`config.mk`:
```
export PLATFORM = sky130hd
export DESIGN_NAME = warning_led_and_vibration_control_top
export DESIGN_NICKNAME = d
export VERILOG_FILES = /design/src/rtl/wlvc_pkg.sv /design/src/rtl/warning_led_and_vibration_control_top.sv /design/src/rtl/wlvc_step.sv
export SDC_FILE = /design/constraint.sdc
export NUM_CORES = 1
export LEC_CHECK = 0
export BUFFER_PORTS_ARGS = -buffer_cell sky130_fd_sc_hd__buf_4
export CAP_MARGIN = 30
export CORE_ASPECT_RATIO = 0.75
export CORE_MARGIN = 3
export CORE_UTILIZATION = 57
export DETAILED_ROUTE_END_ITERATION = 8
export PLACE_DENSITY = 0.79
export SLEW_MARGIN = 5
export SYNTH_ARGS = -nofsm -noshare
export SYNTH_HDL_FRONTEND = slang
export SYNTH_SLANG_ARGS = --single-unit
```
`constraint.sdc`:
```
create_clock -name clk_i -period 3.25 [get_ports clk_i]
set_input_delay 0.325 -clock clk_i [delete_from_list [all_inputs] [get_ports clk_i]]
set_output_delay 0.325 -clock clk_i [all_outputs]
set_load 0.01 [all_outputs]
```
`src/rtl/wlvc_pkg.sv`:
```
`timescale 1ns / 1ps

package wlvc_pkg;

  localparam int unsigned SpeedW = 8;
  localparam int unsigned RawW   = 16;
  localparam int unsigned LevelW = 7;
  localparam int unsigned PhaseW = 16;
  localparam int unsigned CfgW   = 8;

  localparam logic [SpeedW-1:0] HystBand = 8'd10;
  localparam logic [LevelW-1:0] LevelMax = 7'd100;

  typedef enum logic [0:0] {
    CfgSpeedThreshold = 1'b0,
    CfgLedLowLevel    = 1'b1
  } cfg_reg_e;

  typedef struct packed {
    logic [LevelW-1:0] led_brightness;
    logic              motor_on;
    logic              lockout_active;
  } result_t;

endpackage

```
`src/rtl/warning_led_and_vibration_control_top.sv`:
```
`timescale 1ns / 1ps

// channel | direction | handshake             | payload
// cfg     | in        | cfg_we_i              | cfg_idx_i, cfg_data_i
// in      | in        | in_valid_i/in_ready_o | feature_enable_i, speed_raw_i, position_lamp_i,
//         |           |                       | ack_pressed_i, level3_warning_i
// out     | out       | out_valid_o/out_ready_i | led_brightness_o, motor_on_o, lockout_active_o
//
// One word per cycle unless the output stalls: the state update and the result are
// computed in one pass from the input port and the state registers, and land in the
// output register, which is loaded on acceptance; a full output register that is
// being drained still takes a new word. Reset clears state, config and valid.

module warning_led_and_vibration_control_top #(
  parameter int unsigned PULSE_PERIOD   = 8,
  parameter int unsigned PULSE_ON_TICKS = 6,
  parameter int unsigned MIN_PERIODS    = 2,
  parameter int unsigned LOCKOUT_TICKS  = 24
) (
  input  logic                        clk_i,
  input  logic                        rst_ni,
  input  logic                        cfg_we_i,
  input  logic [0:0]                  cfg_idx_i,
  input  logic [wlvc_pkg::CfgW-1:0]   cfg_data_i,
  input  logic                        in_valid_i,
  output logic                        in_ready_o,
  input  logic                        feature_enable_i,
  input  logic [wlvc_pkg::RawW-1:0]   speed_raw_i,
  input  logic                        position_lamp_i,
  input  logic                        ack_pressed_i,
  input  logic                        level3_warning_i,
  output logic                        out_valid_o,
  input  logic                        out_ready_i,
  output logic [wlvc_pkg::LevelW-1:0] led_brightness_o,
  output logic                        motor_on_o,
  output logic                        lockout_active_o
);
  import wlvc_pkg::*;

  localparam int unsigned EffPeriod = (PULSE_PERIOD == 0) ? 1 : PULSE_PERIOD;
  localparam int unsigned ModW = (EffPeriod > 1) ? $clog2(EffPeriod) : 1;
  localparam int unsigned DivW = (MIN_PERIODS > 0) ? $clog2(MIN_PERIODS + 1) : 1;
  localparam int unsigned LockW = $clog2(LOCKOUT_TICKS + 1);

  logic [SpeedW-1:0] thr_q;
  logic [LevelW-1:0] low_q;
  logic [PhaseW-1:0] phase_q, phase_d;
  logic [ModW-1:0]   mod_q, mod_d;
  logic [DivW-1:0]   div_q, div_d;
  logic              armed_q, armed_d;
  logic [LockW-1:0]  lock_q, lock_d;
  logic [LevelW-1:0] led_q, led_d;
  logic              out_valid_q;
  result_t           res_d, res_q;
  logic              in_acc;

  assign in_ready_o = !out_valid_q || out_ready_i;
  assign in_acc     = in_valid_i && in_ready_o;

  wlvc_step #(
    .PULSE_PERIOD  (PULSE_PERIOD),
    .PULSE_ON_TICKS(PULSE_ON_TICKS),
    .MIN_PERIODS   (MIN_PERIODS),
    .LOCKOUT_TICKS (LOCKOUT_TICKS)
  ) u_step (
    .speed_threshold_i(thr_q),
    .led_low_level_i  (low_q),
    .feature_enable_i (feature_enable_i),
    .speed_raw_i      (speed_raw_i),
    .position_lamp_i  (position_lamp_i),
    .ack_pressed_i    (ack_pressed_i),
    .level3_warning_i (level3_warning_i),
    .phase_i          (phase_q),
    .phase_mod_i      (mod_q),
    .phase_div_i      (div_q),
    .armed_i          (armed_q),
    .lock_cnt_i       (lock_q),
    .led_level_i      (led_q),
    .phase_o          (phase_d),
    .phase_mod_o      (mod_d),
    .phase_div_o      (div_d),
    .armed_o          (armed_d),
    .lock_cnt_o       (lock_d),
    .led_level_o      (led_d),
    .result_o         (res_d)
  );

  always_ff @(posedge clk_i or negedge rst_ni) begin
    if (!rst_ni) begin
      thr_q <= '0;
      low_q <= '0;
    end else if (cfg_we_i) begin
      unique case (cfg_reg_e'(cfg_idx_i))
        CfgSpeedThreshold: thr_q <= cfg_data_i[SpeedW-1:0];
        CfgLedLowLevel:    low_q <= cfg_data_i[LevelW-1:0];
        default: ;
      endcase
    end
  end

  always_ff @(posedge clk_i or negedge rst_ni) begin
    if (!rst_ni) begin
      phase_q     <= '0;
      mod_q       <= '0;
      div_q       <= '0;
      armed_q     <= 1'b0;
      lock_q      <= '0;
      led_q       <= '0;
      out_valid_q <= 1'b0;
    end else begin
      if (in_acc) begin
        phase_q <= phase_d;
        mod_q   <= mod_d;
        div_q   <= div_d;
        armed_q <= armed_d;
        lock_q  <= lock_d;
        led_q   <= led_d;
      end
      if (in_acc) begin
        out_valid_q <= 1'b1;
      end else if (out_ready_i) begin
        out_valid_q <= 1'b0;
      end
    end
  end

  always_ff @(posedge clk_i) begin
    if (in_acc) begin
      res_q <= res_d;
    end
  end

  assign out_valid_o      = out_valid_q;
  assign led_brightness_o = res_q.led_brightness;
  assign motor_on_o       = res_q.motor_on;
  assign lockout_active_o = res_q.lockout_active;

endmodule

```
`src/rtl/wlvc_step.sv`:
```
`timescale 1ns / 1ps

module wlvc_step #(
  parameter int unsigned PULSE_PERIOD   = 8,
  parameter int unsigned PULSE_ON_TICKS = 6,
  parameter int unsigned MIN_PERIODS    = 2,
  parameter int unsigned LOCKOUT_TICKS  = 24,
  localparam int unsigned EffPeriod = (PULSE_PERIOD == 0) ? 1 : PULSE_PERIOD,
  localparam int unsigned ModW = (EffPeriod > 1) ? $clog2(EffPeriod) : 1,
  localparam int unsigned DivW = (MIN_PERIODS > 0) ? $clog2(MIN_PERIODS + 1) : 1,
  localparam int unsigned LockW = $clog2(LOCKOUT_TICKS + 1)
) (
  input  logic [wlvc_pkg::SpeedW-1:0] speed_threshold_i,
  input  logic [wlvc_pkg::LevelW-1:0] led_low_level_i,
  input  logic                        feature_enable_i,
  input  logic [wlvc_pkg::RawW-1:0]   speed_raw_i,
  input  logic                        position_lamp_i,
  input  logic                        ack_pressed_i,
  input  logic                        level3_warning_i,
  input  logic [wlvc_pkg::PhaseW-1:0] phase_i,
  input  logic [ModW-1:0]             phase_mod_i,
  input  logic [DivW-1:0]             phase_div_i,
  input  logic                        armed_i,
  input  logic [LockW-1:0]            lock_cnt_i,
  input  logic [wlvc_pkg::LevelW-1:0] led_level_i,
  output logic [wlvc_pkg::PhaseW-1:0] phase_o,
  output logic [ModW-1:0]             phase_mod_o,
  output logic [DivW-1:0]             phase_div_o,
  output logic                        armed_o,
  output logic [LockW-1:0]            lock_cnt_o,
  output logic [wlvc_pkg::LevelW-1:0] led_level_o,
  output wlvc_pkg::result_t           result_o
);
  import wlvc_pkg::*;

  localparam int unsigned EffDuty = (PULSE_ON_TICKS >= EffPeriod) ? EffPeriod : PULSE_ON_TICKS;
  localparam logic [ModW:0]    DutyC    = EffDuty[ModW:0];
  localparam logic [ModW-1:0]  ModLast  = ModW'(EffPeriod - 1);
  localparam logic [DivW-1:0]  DivSat   = DivW'(MIN_PERIODS);
  localparam logic [LockW-1:0] LockLoad = LockW'(LOCKOUT_TICKS);

  logic [SpeedW-1:0] speed;
  logic [SpeedW-1:0] lower;
  logic [LevelW-1:0] low_sat;
  logic              locked;
  logic              start_lock;
  logic              motor;
  logic              tick;
  logic              clear;
  logic [DivW-1:0]   need;
  logic              tick_on;
  logic [PhaseW-1:0] ph_inc;
  logic [ModW-1:0]   mod_inc;
  logic [DivW-1:0]   div_inc;

  assign speed   = speed_raw_i[RawW-1:RawW-SpeedW];
  assign lower   = (speed_threshold_i > HystBand) ? speed_threshold_i - HystBand : '0;
  assign low_sat = (led_low_level_i > LevelMax) ? LevelMax : led_low_level_i;
  assign locked  = (lock_cnt_i != '0);
  assign need    = armed_i ? DivSat : '0;

  // wrap of the 16-bit phase restarts the period position and count
  assign tick_on = ({1'b0, phase_mod_i} < DutyC);
  assign ph_inc  = phase_i + 1'b1;
  always_comb begin
    if (phase_i == '1) begin
      mod_inc = '0;
      div_inc = '0;
    end else if (phase_mod_i == ModLast) begin
      mod_inc = '0;
      div_inc = (phase_div_i == DivSat) ? phase_div_i : phase_div_i + 1'b1;
    end else begin
      mod_inc = phase_mod_i + 1'b1;
      div_inc = phase_div_i;
    end
  end

  always_comb begin
    led_level_o = led_level_i;
    armed_o     = armed_i;
    start_lock  = 1'b0;
    tick        = 1'b0;
    clear       = 1'b0;
    if (feature_enable_i) begin
      if (speed < lower) begin
        led_level_o = '0;
      end else if (speed > speed_threshold_i) begin
        led_level_o = position_lamp_i ? low_sat : LevelMax;
      end
      if (!ack_pressed_i && !locked) begin
        if (level3_warning_i) begin
          tick    = 1'b1;
          armed_o = 1'b1;
        end else if (phase_i != '0 && phase_div_i < need) begin
          tick = 1'b1;
        end else begin
          clear   = 1'b1;
          armed_o = 1'b0;
        end
      end else begin
        clear      = 1'b1;
        start_lock = ack_pressed_i && !locked;
      end
    end else begin
      led_level_o = '0;
      clear       = 1'b1;
    end
  end

  always_comb begin
    motor       = 1'b0;
    phase_o     = phase_i;
    phase_mod_o = phase_mod_i;
    phase_div_o = phase_div_i;
    if (tick) begin
      motor       = tick_on;
      phase_o     = ph_inc;
      phase_mod_o = mod_inc;
      phase_div_o = div_inc;
    end else if (clear) begin
      phase_o     = '0;
      phase_mod_o = '0;
      phase_div_o = '0;
    end
  end

  always_comb begin
    lock_cnt_o = locked ? lock_cnt_i - 1'b1 : lock_cnt_i;
    if (start_lock) begin
      lock_cnt_o = LockLoad;
    end
  end

  assign result_o.led_brightness = led_level_o;
  assign result_o.motor_on       = motor;
  assign result_o.lockout_active = (lock_cnt_o != '0);

endmodule

```
Word level (Yosys, flattened, before mapping)

Index checks and enable logic that the tools add are counted.

Bits in registers: 59
Bits in latches: 0
Memory bits (writable): 0
ROM bits: 0
Input port bits: 34
Output and inout port bits: 11
Logic and storage cells: 82
Memories kept: 0

Add/sub/neg operators: 5
$mul: 0
Divide/modulo/power cells: 0
Magnitude comparators: 6
Equality and inequality tests: 6
Shift operators: 0
Muxes and demuxes: 34
Bitwise operators: 1
Reduce and logical (&&, ||, !) cells: 18

Operators by type and width:

| operator                                            | count |
|---|---|
| two-way mux 7 bit                                   | 5 |
| two-way mux 16 bit                                  | 2 |
| adder 16 x 1 -> 16 bit (second input constant)      | 1 |
| equality test 16 bit (second input constant)        | 1 |
| nonzero test 16 bit                                 | 1 |
| two-way mux 1 bit                                   | 14 |
| two-way mux 2 bit                                   | 6 |
| two-way mux 3 bit                                   | 4 |
| two-way mux 5 bit                                   | 2 |
| nonzero test 5 bit                                  | 2 |
| > comparator 8 x 4 -> 1 bit (second input constant) | 1 |
| > comparator 8 bit                                  | 1 |
| < comparator 8 bit                                  | 1 |
| two-way mux 8 bit                                   | 1 |
| AND reduction 4 bit                                 | 2 |
| subtractor 8 x 4 -> 8 bit (second input constant)   | 1 |
| > comparator 7 bit (second input constant)          | 1 |
| inequality test 3 bit (second input constant)       | 2 |
| AND reduction 2 bit                                 | 3 |
| subtractor 5 x 1 -> 5 bit (second input constant)   | 1 |
| logical AND 1 bit                                   | 4 |
| nonzero test 2 bit                                  | 2 |
| adder 3 x 1 -> 3 bit (second input constant)        | 1 |
| equality test 3 bit (second input constant)         | 1 |
| other kinds (8)                                     | 10 |

Logic depth before layout (Yosys ltp)

Gate-level depths: netlist of run 1.

Word-level depth: 9
Gate-level depth with buffers: 12
Depth with buffers taken out: 12

Modules after synthesis

A second synthesis of run 1 with hierarchy kept.

Cells, all modules: 329
Area, all modules: 3711.1 um2

Modules (own cells, without submodules):

| module                                | instances | cells an instance | area each (um2) | seq. area each (um2) |
|---|---|---|---|---|
| warning_led_and_vibration_control_top | 1         | 118               | 2265.9          | 1521.5 |
| wlvc_step                             | 1         | 211               | 1445.1          | 0.0 |

Worst setup path after synthesis of run 1

OpenSTA, ideal clock, no wires.

Path kind: register -> register
Start: reg thr_q[6]
End: reg led_q[3]
Setup time: 0.121 ns
Data arrival time: 2.460 ns
Data required time: 3.129 ns
Slack: 0.669 ns
Stages on the path, launching flop included: 11
Clock period less this slack: 2.581 ns
Cells stage by stage: dfrtp_1 > nor4_1 > nand2_1 > nand2b_1 > ha_1 > a21o_1 > a21oi_1 > o21ai_0 > a31oi_2 > o21ai_1 > a22o_1

Longest elaborated chain between the ends: 5
Elaborated cells on any way between the ends: 8
Classes of those cells: add/sub (1); order compare (3); mux (4)

Ends and longest elaborated chain:

| what                                                                            | RTL line                                     | RTL |
|---|---|---|
| start: declaration                                                              | warning_led_and_vibration_control_top.sv:45  | `logic [SpeedW-1:0] thr_q;` |
| start signal: assignment                                                        | warning_led_and_vibration_control_top.sv:94  | `CfgSpeedThreshold: thr_q <= cfg_data_i[SpeedW-1:0];` |
| subtractor 8 x 4 -> 8 bit / > comparator 8 x 4 -> 1 bit (equally long branches) | wlvc_step.sv:57                              | `assign lower = (speed_threshold_i > HystBand) ? speed_threshold_i - HystBand : '0;` |
| two-way mux 8 bit                                                               | wlvc_step.sv:57                              |  |
| < comparator 8 bit                                                              | wlvc_step.sv:85                              | `if (speed < lower) begin` |
| two-way mux 7 bit (*)                                                           | wlvc_step.sv:85                              |  |
| two-way mux 7 bit (*)                                                           | wlvc_step.sv:84                              | `if (feature_enable_i) begin` |
| end signal: assignment                                                          | warning_led_and_vibration_control_top.sv:117 | `led_q <= led_d;` |
| end: declaration                                                                | warning_led_and_vibration_control_top.sv:52  | `logic [LevelW-1:0] led_q, led_d;` |

Every way passes the cells marked *; elsewhere a longest branch is shown, timed or not.
A chain may end at the register's enable or synchronous reset.

Worst setup path in the final report of run 1

Start: reg thr_q[6]
End: reg led_q[2]

The elaborated chain is that of the path after synthesis.

==> results of run 1 <==
worst max path at each step:
stage	depth (start not counted)	slack, ns	endpoint	from
floorplan	10	0.67	led_q[3]$_DFFE_PN0P_	thr_q[6]$_DFFE_PN0P_
global placement	11	0.48	led_q[2]$_DFFE_PN0P_	thr_q[6]$_DFFE_PN0P_
detailed placement	10	0.47	led_q[4]$_DFFE_PN0P_	thr_q[6]$_DFFE_PN0P_
CTS	10	0.43	led_q[4]$_DFFE_PN0P_	thr_q[6]$_DFFE_PN0P_
global route	13	0.21	led_q[4]$_DFFE_PN0P_	thr_q[1]$_DFFE_PN0P_
finish	11	0.38	led_q[2]$_DFFE_PN0P_	thr_q[6]$_DFFE_PN0P_
synth_stat cells, drive strengths merged (2+ instances only):
| cell type | n | share of area |
|---|---|---|
| dfrtp | 50 | 0.38 |
| nand2 | 45 | 0.052 |
| o21ai | 26 | 0.041 |
| ha | 22 | 0.085 |
| inv | 20 | 0.023 |
| a21oi | 19 | 0.029 |
| nor2 | 19 | 0.022 |
| nand3 | 17 | 0.026 |
| nand2b | 11 | 0.021 |
| edfxtp | 9 | 0.083 |
| xor2 | 9 | 0.024 |
| a22o | 8 | 0.022 |
| mux2 | 8 | 0.028 |
| nand4 | 8 | 0.015 |
| nor3 | 6 | 0.0092 |
| clkbuf | 5 | 0.0058 |
| xnor2 | 5 | 0.013 |
| nor4 | 4 | 0.0077 |
| o41ai | 4 | 0.020 |
| or2 | 4 | 0.0085 |
| a31oi | 3 | 0.0077 |
| mux2i | 3 | 0.0092 |
| nor2b | 3 | 0.0058 |
| o31ai | 3 | 0.0069 |
| or3 | 3 | 0.0058 |
| and4 | 2 | 0.0054 |
flip-flops by register name, summed over array words and instances (netlist names), 2 cells and up:
name              count
div_q                 2
led_brightness_o      7
led_q                 7
lock_q                5
low_q                 7
mod_q                 3
phase_q              16
thr_q                 8
report_power, final:
group | switching, mW | internal (mW)
sequential | 0.0777 | 0.842
combinational | 0.263 | 0.219
clock | 0.274 | 0.347
final cells by class:
type,instances,area share
clock buffer,10,0.0336
timing repair buffer,38,0.0751
inverter,20,0.0198
clock inverter,6,0.0148
multi-input combinational,246,0.431
tap,75,0.0247
sequential,59,0.401
routing by layer:
layer  part of all wire  vias up
met5                  0        -
met2               0.44       71
met3              0.060        7
li1                   -     1274
met4             0.0066        0
met1               0.49     1218
worst register-to-register path, cell delays in order, from the launching register on:
cell and delay, ns:
dfrtp_1 0.42, nor4_1 0.48, nand2_1 0.25, nand2b_1 0.14, ha_1 0.25, a21o_1 0.18, a21oi_1 0.12, o21ai_0 0.12
a31oi_2 0.23, buf_4 0.19, nor3_1 0.09, a22o_1 0.26
kinds of logic after synthesis:
kind of cell,after synthesis,share of synthesized area
xor+xnor,14,0.0377
compound gates,72,0.148
simple gates,127,0.196
flops,59,0.468
fa+ha+maj,22,0.0846
buf+inv,25,0.0288
mux,11,0.0369
==> flow_metrics.tcl, run 1 <==
set metrics [dict create \
    power_leakage_nw 1.70 \
    ys_ff_latch 59 \
    cts_resized 0 \
    yosysWarnings 0 \
    hold_viol 0 \
    fmax_ghz 0.349 \
    initial_core_util 0.598 \
    crit_chain "nor4_1 > nand2_1 > nand2b_1 > ha_1 > a21o_1 > a21oi_1 > o21ai_0 > a31oi_2 > buf_4 > nor3_1 > a22o_1" \
    grtUsageTotal 0.216 \
    final_cell_mix "dfrtp_1 (50), nand2_1 (45), buf_4 (38)" \
    synth_fp_nets 386 \
    setup_viol 0 \
    grt_max_degree 51 \
    cp_top_family "simple AND/OR/NAND/NOR gates" \
    placement.io_buffers 36 \
    numCtsBuffers 9 \
    use_met1 0.312 \
    io_pins 45 \
    fin_ws_ns 0.384 \
    multi_input_area_um2 1640 \
    die_w_um 93.2 \
    critPathMaxStageDelay_ns 0.48 \
    area_growth_pct 16.7 \
    wirelength_um 6710 \
    cts_root_buf "clkbuf_8" \
    tightest_slew_ns 0.939 \
    wl_per_cell_um 14.8 \
    worstPathMaxFanout 9 \
    synth_cell_types 45 \
    clkLatencyLatePin_ns 0.34 \
    syn_inst 330 \
    cp_slowest_cell "nor4_1" \
    end_kind "flop" \
    netlist_area_um2 3250 \
    status "completed" \
    cts_num_sinks 59 \
    ir_worst_vdd_uv 335 \
    final_antenna_net_count 0 \
    dp_worst_setup_slack_ns 0.466 \
    postCtsHoldBufs 0 \
    crit_required_ns 3.47 \
    final_common_cell "dfrtp_1" \
    synth-edff-count 9 \
    ff2ff_path_depth 11 \
    final_core_util 0.698 \
    tns_ns 0 \
    place_area_um2 3610 \
    finalCritPeriodShare 0.882 \
    async_flop_share 0.847 \
    dp_hpwl_um 4960 \
    start_kind "flop" \
    ys.flop_type "dfrtp_1" \
    cts_max_level 3 \
    clk_pin_slew_ns 0.06 \
    gr-usage-met3 0.0682 \
    yosysSeqAreaShare 0.468 \
    fp.dieArea_um2 6660 \
    fill_cells 401 \
    reg2reg_to "led_q[2]$_DFFE_PN0P_" \
    crit_arrival_ns 3.09 \
    busiest_layer "met2" \
    layout-drive-gt1-share 0.187 \
    grt_first_pass_wirelength_um 11200 \
    skew_ns 0.00818 \
    drt_iter0_drc 191 \
    layout.cells.non_filler 454 \
    drt_pre_antenna_iters 5 \
    gp_congestion 0.899 \
    cts_tree "done" \
    final_cell_area_um2 3800 \
    finalPower_mw 2.02 \
    synth.avg_cell_area_um2 9.86 \
    fp-row-count 23 \
    globalRouteMet2Util 0.318 \
    core_area_um2 5440 \
    r2r_slack_ns 0.38 \
    drc 0 \
    drv_slew 0 \
    die_h_um 71.4 \
    gr-total-overflow 0 \
    worstSetupPathType "flop to flop" \
    placed_cells 438 \
    vias_per_cell 5.66 \
    reg2reg_from "thr_q[6]$_DFFE_PN0P_" \
    rsz0062_at_grt "no" \
    relSlewSlack 0.373 \
    antenna_found_initial 0 \
    cap_viol_max_count 0 \
    p_per_area_nw_per_um2 533 \
    holdWs_ns 0.00620 \
    cts_setup_buffers 0 \
    vias 2570 \
    nNetsFinal 430 \
    period_minus_slack_ns 2.87 \
    ff_latch_area_um2 1520 \
    grt_pass1_vias 2407 \
    critPathBufInv 1 \
    antennaDiodeCount 0 \
    cts_buffer_depth 2 \
    hold_class "input pin to async pin" \
]
Power figures use the tool's default switching activity.
==> run 2, diff against run 1 <==
--- a/config.mk
+++ b/config.mk
@@ -9,9 +9,9 @@
 export CAP_MARGIN = 30
 export CORE_ASPECT_RATIO = 0.75
 export CORE_MARGIN = 3
-export CORE_UTILIZATION = 57
+export CORE_UTILIZATION = 62
 export DETAILED_ROUTE_END_ITERATION = 8
-export PLACE_DENSITY = 0.79
+export PLACE_DENSITY = 0.83
 export SLEW_MARGIN = 5
 export SYNTH_ARGS = -nofsm -noshare
 export SYNTH_HDL_FRONTEND = slang
==> constraint.sdc (replaced) <==
create_clock -name clk_i -period 3.5 [get_ports clk_i]
set_input_delay 0.35 -clock clk_i [delete_from_list [all_inputs] [get_ports clk_i]]
set_output_delay 0.35 -clock clk_i [all_outputs]
set_load 0.01 [all_outputs]
==> run 2 against run 1 <==
Compared with the run above: register-to-register slack improved by 0.24 ns; power up 1.6%; design area rose by 1.5%; cell count down 0.22%; sequential power is 6.6% lower; clock skew is 0.0029 ns lower; first-iteration DRC count grew 47%; combinational power fell by 4%; die area decreased by 7.5%; sequential cell count stayed put; via count increased by 3.5%; largest power group unchanged.
==> flow_metrics.tcl, run 2 (synthesis gave the netlist of run 1 again) <==
set metrics [dict create \
    p_sw_frac 0.291 \
    final_cell_mix "dfrtp_1 (50), nand2_1 (45), buf_4 (40)" \
    fmax_ghz 0.347 \
    tightest_slew_ns 0.794 \
    reg_top3 "phase_q (16), thr_q (8)" \
    worstPathMaxFanout 7 \
    grt_max_degree 51 \
    cts_resized 0 \
    clkLatencyLatePin_ns 0.33 \
    io_pins 45 \
    hold_viol 0 \
    cts_root_buf "clkbuf_8" \
    final_core_util 0.774 \
    worstSetupPathType "flop to flop" \
    tns_ns 0 \
    gp_congestion 0.899 \
    p_int_mw 1.46 \
    drt_iter0_drc 280 \
    vias_per_cell 5.87 \
    gr-total-overflow 0 \
    cap_viol_max_count 0 \
    finalPower_mw 2.05 \
    antennaDiodeCount 0 \
    largest_reg_flops 16 \
    final_cell_area_um2 3860 \
    clkPwrFrac 0.355 \
    drv_slew 0 \
    combPwrFrac 0.226 \
    p_seq_frac 0.418 \
    wl_per_cell_um 16.0 \
    die_w_um 89.6 \
    start_kind "flop" \
    cts_buffer_depth 2 \
    top_register "phase_q" \
    fp.dieArea_um2 6160 \
    antenna_found_initial 0 \
    nNetsFinal 432 \
    wirelength_um 7250 \
    grt_pass1_vias 2489 \
    setup_viol 0 \
    final_antenna_net_count 0 \
    crit_arrival_ns 3.10 \
    cts_tree "done" \
    rsz0062_at_grt "no" \
    placement.io_buffers 36 \
    final_common_cell "dfrtp_1" \
    fp-row-count 22 \
    relSlewSlack 0.466 \
    p_per_area_nw_per_um2 533 \
    postCtsHoldBufs 0 \
    drt_pre_antenna_iters 6 \
    ir_worst_vdd_uv 426 \
    grt_first_pass_wirelength_um 11900 \
    place_area_um2 3620 \
    cts_max_level 3 \
    cts_num_sinks 59 \
    layout-drive-gt1-share 0.192 \
    skew_ns 0.00523 \
    power_leakage_nw 1.73 \
    p_switching_uw 599 \
    period_minus_slack_ns 2.88 \
    numCtsBuffers 9 \
    crit_required_ns 3.72 \
    core_area_um2 4980 \
    initial_core_util 0.653 \
    area_growth_pct 18.5 \
    end_kind "flop" \
    vias 2661 \
    status "completed" \
    drc 0 \
    cts_setup_buffers 0 \
    die_h_um 68.7 \
    dp_hpwl_um 5210 \
    hold_class "input pin to async pin" \
    grtUsageTotal 0.258 \
    finalCritPeriodShare 0.823 \
    holdWs_ns 0.0215 \
    clk_pin_slew_ns 0.07 \
]
## run 2: power by group through the flow
| stage | registers [mW] | logic (mW) | clock network, mW |
|---|---|---|---|
| floorplan | 0.850 | 0.316 | 0 |
| global placement | 0.861 | 0.433 | 0 |
| detailed placement | 0.866 | 0.456 | 0 |
| CTS | 0.856 | 0.461 | 0.737 |
| global route | 0.872 | 0.526 | 0.764 |
| finish | 0.859 | 0.465 | 0.730 |
## run 2: through the flow
| stage | instances | worst slack (ns) |
|---|---|---|
| floorplan | 330 | 0.919 |
| global route | 453 | 0.406 |
| detailed placement | 436 | 0.724 |
| finish | 453 | 0.621 |
| CTS | 452 | 0.699 |
| global placement | 436 | 0.781 |
## run 2: final cells by class
class                      instances  area [um^2]
clock buffer                      10          128
inverter                          20         75.1
multi-input combinational        246         1640
tap                               72         90.1
fill                             336         1130
clock inverter                     6          104
timing repair buffer              40          300
sequential                        59         1520
## run 2: critical path, cell delays in order (launching register included)
cell,delay (ns)
dfrtp_1,0.40
nor4_1,0.44
nand2_1,0.26
nand2b_1,0.15
ha_1,0.25
a21o_1,0.18
a21oi_1,0.13
o21ai_0,0.12
a31oi_2,0.27
o21ai_1,0.24
a22o_1,0.32
## run 2: metal layers
layer  vias to the layer above  routed length (um)  global-route usage
met1                      1258                3340               0.352
met2                       110                3270               0.389
met5                         -                   0                   0
li1                       1278                   -                   -
met4                         0                 123              0.0967
met3                        15                 520              0.0760
## run 2: worst paths after layout
| kind | startpoint | endpoint | slack, ns | cells past startpoint |
|---|---|---|---|---|
| max in group asynchronous | rst_ni | thr_q[3]$_DFFE_PN0P_ | 3.05 | 1 |
| worst min-delay path | rst_ni | phase_q[9]$_DFFE_PN0P_ | 0.02 | 1 |
| worst max-delay path | thr_q[6]$_DFFE_PN0P_ | led_q[3]$_DFFE_PN0P_ | 0.62 | 10 |
| worst min register to register | div_q[1]$_DFFE_PN0P_ | div_q[1]$_DFFE_PN0P_ | 0.50 | 2 |
| min in group clk_i | in_valid_i | out_valid_o$_DFFE_PN0P_ | 0.21 | 2 |
| worst max register to register | thr_q[6]$_DFFE_PN0P_ | led_q[3]$_DFFE_PN0P_ | 0.62 | 10 |
==> run 3, diff against run 2 <==
--- a/config.mk
+++ b/config.mk
@@ -9,9 +9,9 @@
 export CAP_MARGIN = 30
 export CORE_ASPECT_RATIO = 0.75
 export CORE_MARGIN = 3
-export CORE_UTILIZATION = 62
+export CORE_UTILIZATION = 52
 export DETAILED_ROUTE_END_ITERATION = 8
-export PLACE_DENSITY = 0.83
+export PLACE_DENSITY = 0.74
 export SLEW_MARGIN = 5
 export SYNTH_ARGS = -nofsm -noshare
 export SYNTH_HDL_FRONTEND = slang
==> constraint.sdc (replaced) <==
create_clock -name clk_i -period 2.49 [get_ports clk_i]
set_input_delay 0.249 -clock clk_i [delete_from_list [all_inputs] [get_ports clk_i]]
set_output_delay 0.249 -clock clk_i [all_outputs]
set_load 0.01 [all_outputs]
==> run 3 against run 2 <==
Compared with the run above: via count up 2.3%; core utilization down 8.4 points; critical path depth up 3; maximum frequency up 18%; cell count up 6.4%; sequential cell count unchanged; sequential share of layout area down 2.3 points; non-clock buffer count up 23; power up 36%; combinational power up 68%.
==> flow_metrics.tcl, run 3 (synthesis gave the netlist of run 1 again) <==
set metrics [dict create \
    area_growth_pct 26.0 \
    antenna_found_initial 0 \
    reg_top3 "phase_q (16), thr_q (8)" \
    antennaDiodeCount 0 \
    p_seq_frac 0.429 \
    clk_pin_slew_ns 0.07 \
    rsz0062_at_grt "yes" \
    dp_hpwl_um 5390 \
    relSlewSlack 0.576 \
    status "completed" \
    cts_buffer_depth 2 \
    top_layer_used "met4" \
    largest_reg_flops 16 \
    clkLatencyLatePin_ns 0.34 \
    layout-drive-gt1-share 0.265 \
    fp-row-count 24 \
    cts_max_level 3 \
    fmax_ghz 0.409 \
    cap_viol_max_count 0 \
    p_sw_frac 0.310 \
    grt_first_pass_wirelength_um 12400 \
    p_switching_uw 867 \
    worstSetupPathType "flop to flop" \
    end_kind "flop" \
    hold_viol 0 \
    wl_met1_um 3450 \
    cts_num_sinks 59 \
    placement.io_buffers 36 \
    final_cell_mix "buf_4 (60), dfrtp_1 (50), nand2_1 (44)" \
    nNetsFinal 455 \
    final_common_cell "buf_4" \
    power_leakage_nw 1.84 \
    start_kind "flop" \
    wirelength_um 7480 \
    top_register "phase_q" \
    crit_required_ns 2.71 \
    fp.dieArea_um2 7250 \
    vias 2722 \
    worstPathMaxFanout 7 \
    period_minus_slack_ns 2.44 \
    core_area_um2 5950 \
    drt_iter0_drc 178 \
    p_per_area_nw_per_um2 683 \
    vias_per_cell 5.65 \
    route.met2.wl_um 3480 \
    io_pins 45 \
    worstHoldStart "cfg_data_i[7]" \
    layout.cells.non_filler 482 \
    grt_max_degree 51 \
    reg2reg_from "thr_q[1]$_DFFE_PN0P_" \
    ir_worst_vdd_uv 335 \
    finalCritPeriodShare 0.982 \
    numCtsBuffers 9 \
    dr_wl_met3_um 474 \
    gr-total-overflow 0 \
    crit_path_start "thr_q[1]$_DFFE_PN0P_" \
    grtUsageTotal 0.218 \
    setup_viol 0 \
    drt_pre_antenna_iters 4 \
    crit_arrival_ns 2.67 \
    clkPwrFrac 0.292 \
    drc 0 \
    dp_worst_setup_slack_ns -0.0888 \
    finalPower_mw 2.80 \
    p_int_mw 1.93 \
    gp_congestion 0.875 \
    grt_pass1_vias 2608 \
    hold_class "input pin to flop" \
    skew_ns 0.0134 \
    cts_root_buf "clkbuf_8" \
    cts_tree "done" \
    die_w_um 97.3 \
    initial_core_util 0.547 \
    placed_cells 462 \
    combPwrFrac 0.279 \
    wl_per_cell_um 15.5 \
    tightest_slew_ns 0.637 \
    die_h_um 74.5 \
    fin_ws_ns 0.0460 \
    final_antenna_net_count 0 \
    drv_slew 0 \
]
==> run 3: area by class of cell <==
cell class / count / area, um^2
Fill cell: 466 / 1850
Multi-Input combinational cell: 246 / 1740
Sequential cell: 59 / 1520
Timing Repair Buffer: 63 / 483
Clock buffer: 13 / 139
Tap cell: 78 / 97.6
Inverter: 20 / 75.1
Clock inverter: 3 / 40.0
==> run 3: metal layers <==
metal / GRT usage / vias to the layer above
li1: - / 1329
met1: 0.298 / 1313
met2: 0.349 / 73
met3: 0.0572 / 7
met4: 0.0676 / 0
met5: 0 / -
==> run 3: worst max-delay path, cell delays in order, from the launching register on <==
cell	delay [ns]
dfrtp_1	0.38
inv_2	0.08
ha_4	0.13
o21a_1	0.18
nand3_2	0.11
buf_4	0.15
a21oi_2	0.12
ha_1	0.26
nand3_1	0.09
o211ai_1	0.11
a31oi_2	0.17
buf_6	0.17
o21ai_4	0.10
a22o_1	0.26
==> run 3: path summary, 6_finish.rpt <==
kind                       slack [ns]  cells past startpoint                    end
setup reg to reg                 0.05                     13   led_q[1]$_DFFE_PN0P_
min in group asynchronous        0.47                      2  lock_q[4]$_DFFE_PN0P_
max in group asynchronous        1.57                      2   thr_q[2]$_DFFE_PN0P_
setup / recovery                 0.05                     13   led_q[1]$_DFFE_PN0P_
hold / removal                   0.11                      3   thr_q[7]$_DFFE_PN0P_
hold reg to reg                  0.51                      1   mod_q[0]$_DFFE_PN0P_
==> run 3: repair_timing <==
item | in CTS | in global routing
hold buffers | 1 | 0
pin swaps | 1 | 10
endpoints found under the setup margin | 7 | 15
buffers inserted | 0 | 3
hold endpoints to repair | 50 | 0
gates resized for setup | 6 | 16
==> run 3: metrics by stage <==
step	utilization	setup TNS [ns]	hold slack (ns)	cell area [um^2]
2_1_floorplan	-	0	-0.0466	3260
3_3_place_gp	0.637	-0.0709	0.313	3780
3_5_place_dp	0.637	-0.246	0.318	3780
4_1_cts	0.676	0	0.0962	4020
5_1_grt	0.690	-0.743	0.106	4100
6_report	0.690	0	0.114	4100
==> run 3: power by group through the flow <==
stage	sequential [mW]	clock [mW]	combinational, mW
2_1_floorplan	1.20	0	0.447
6_report	1.20	0.819	0.780
4_1_cts	1.20	0.835	0.738
3_5_place_dp	1.21	0	0.712
3_3_place_gp	1.21	0	0.680
5_1_grt	1.22	0.881	0.874
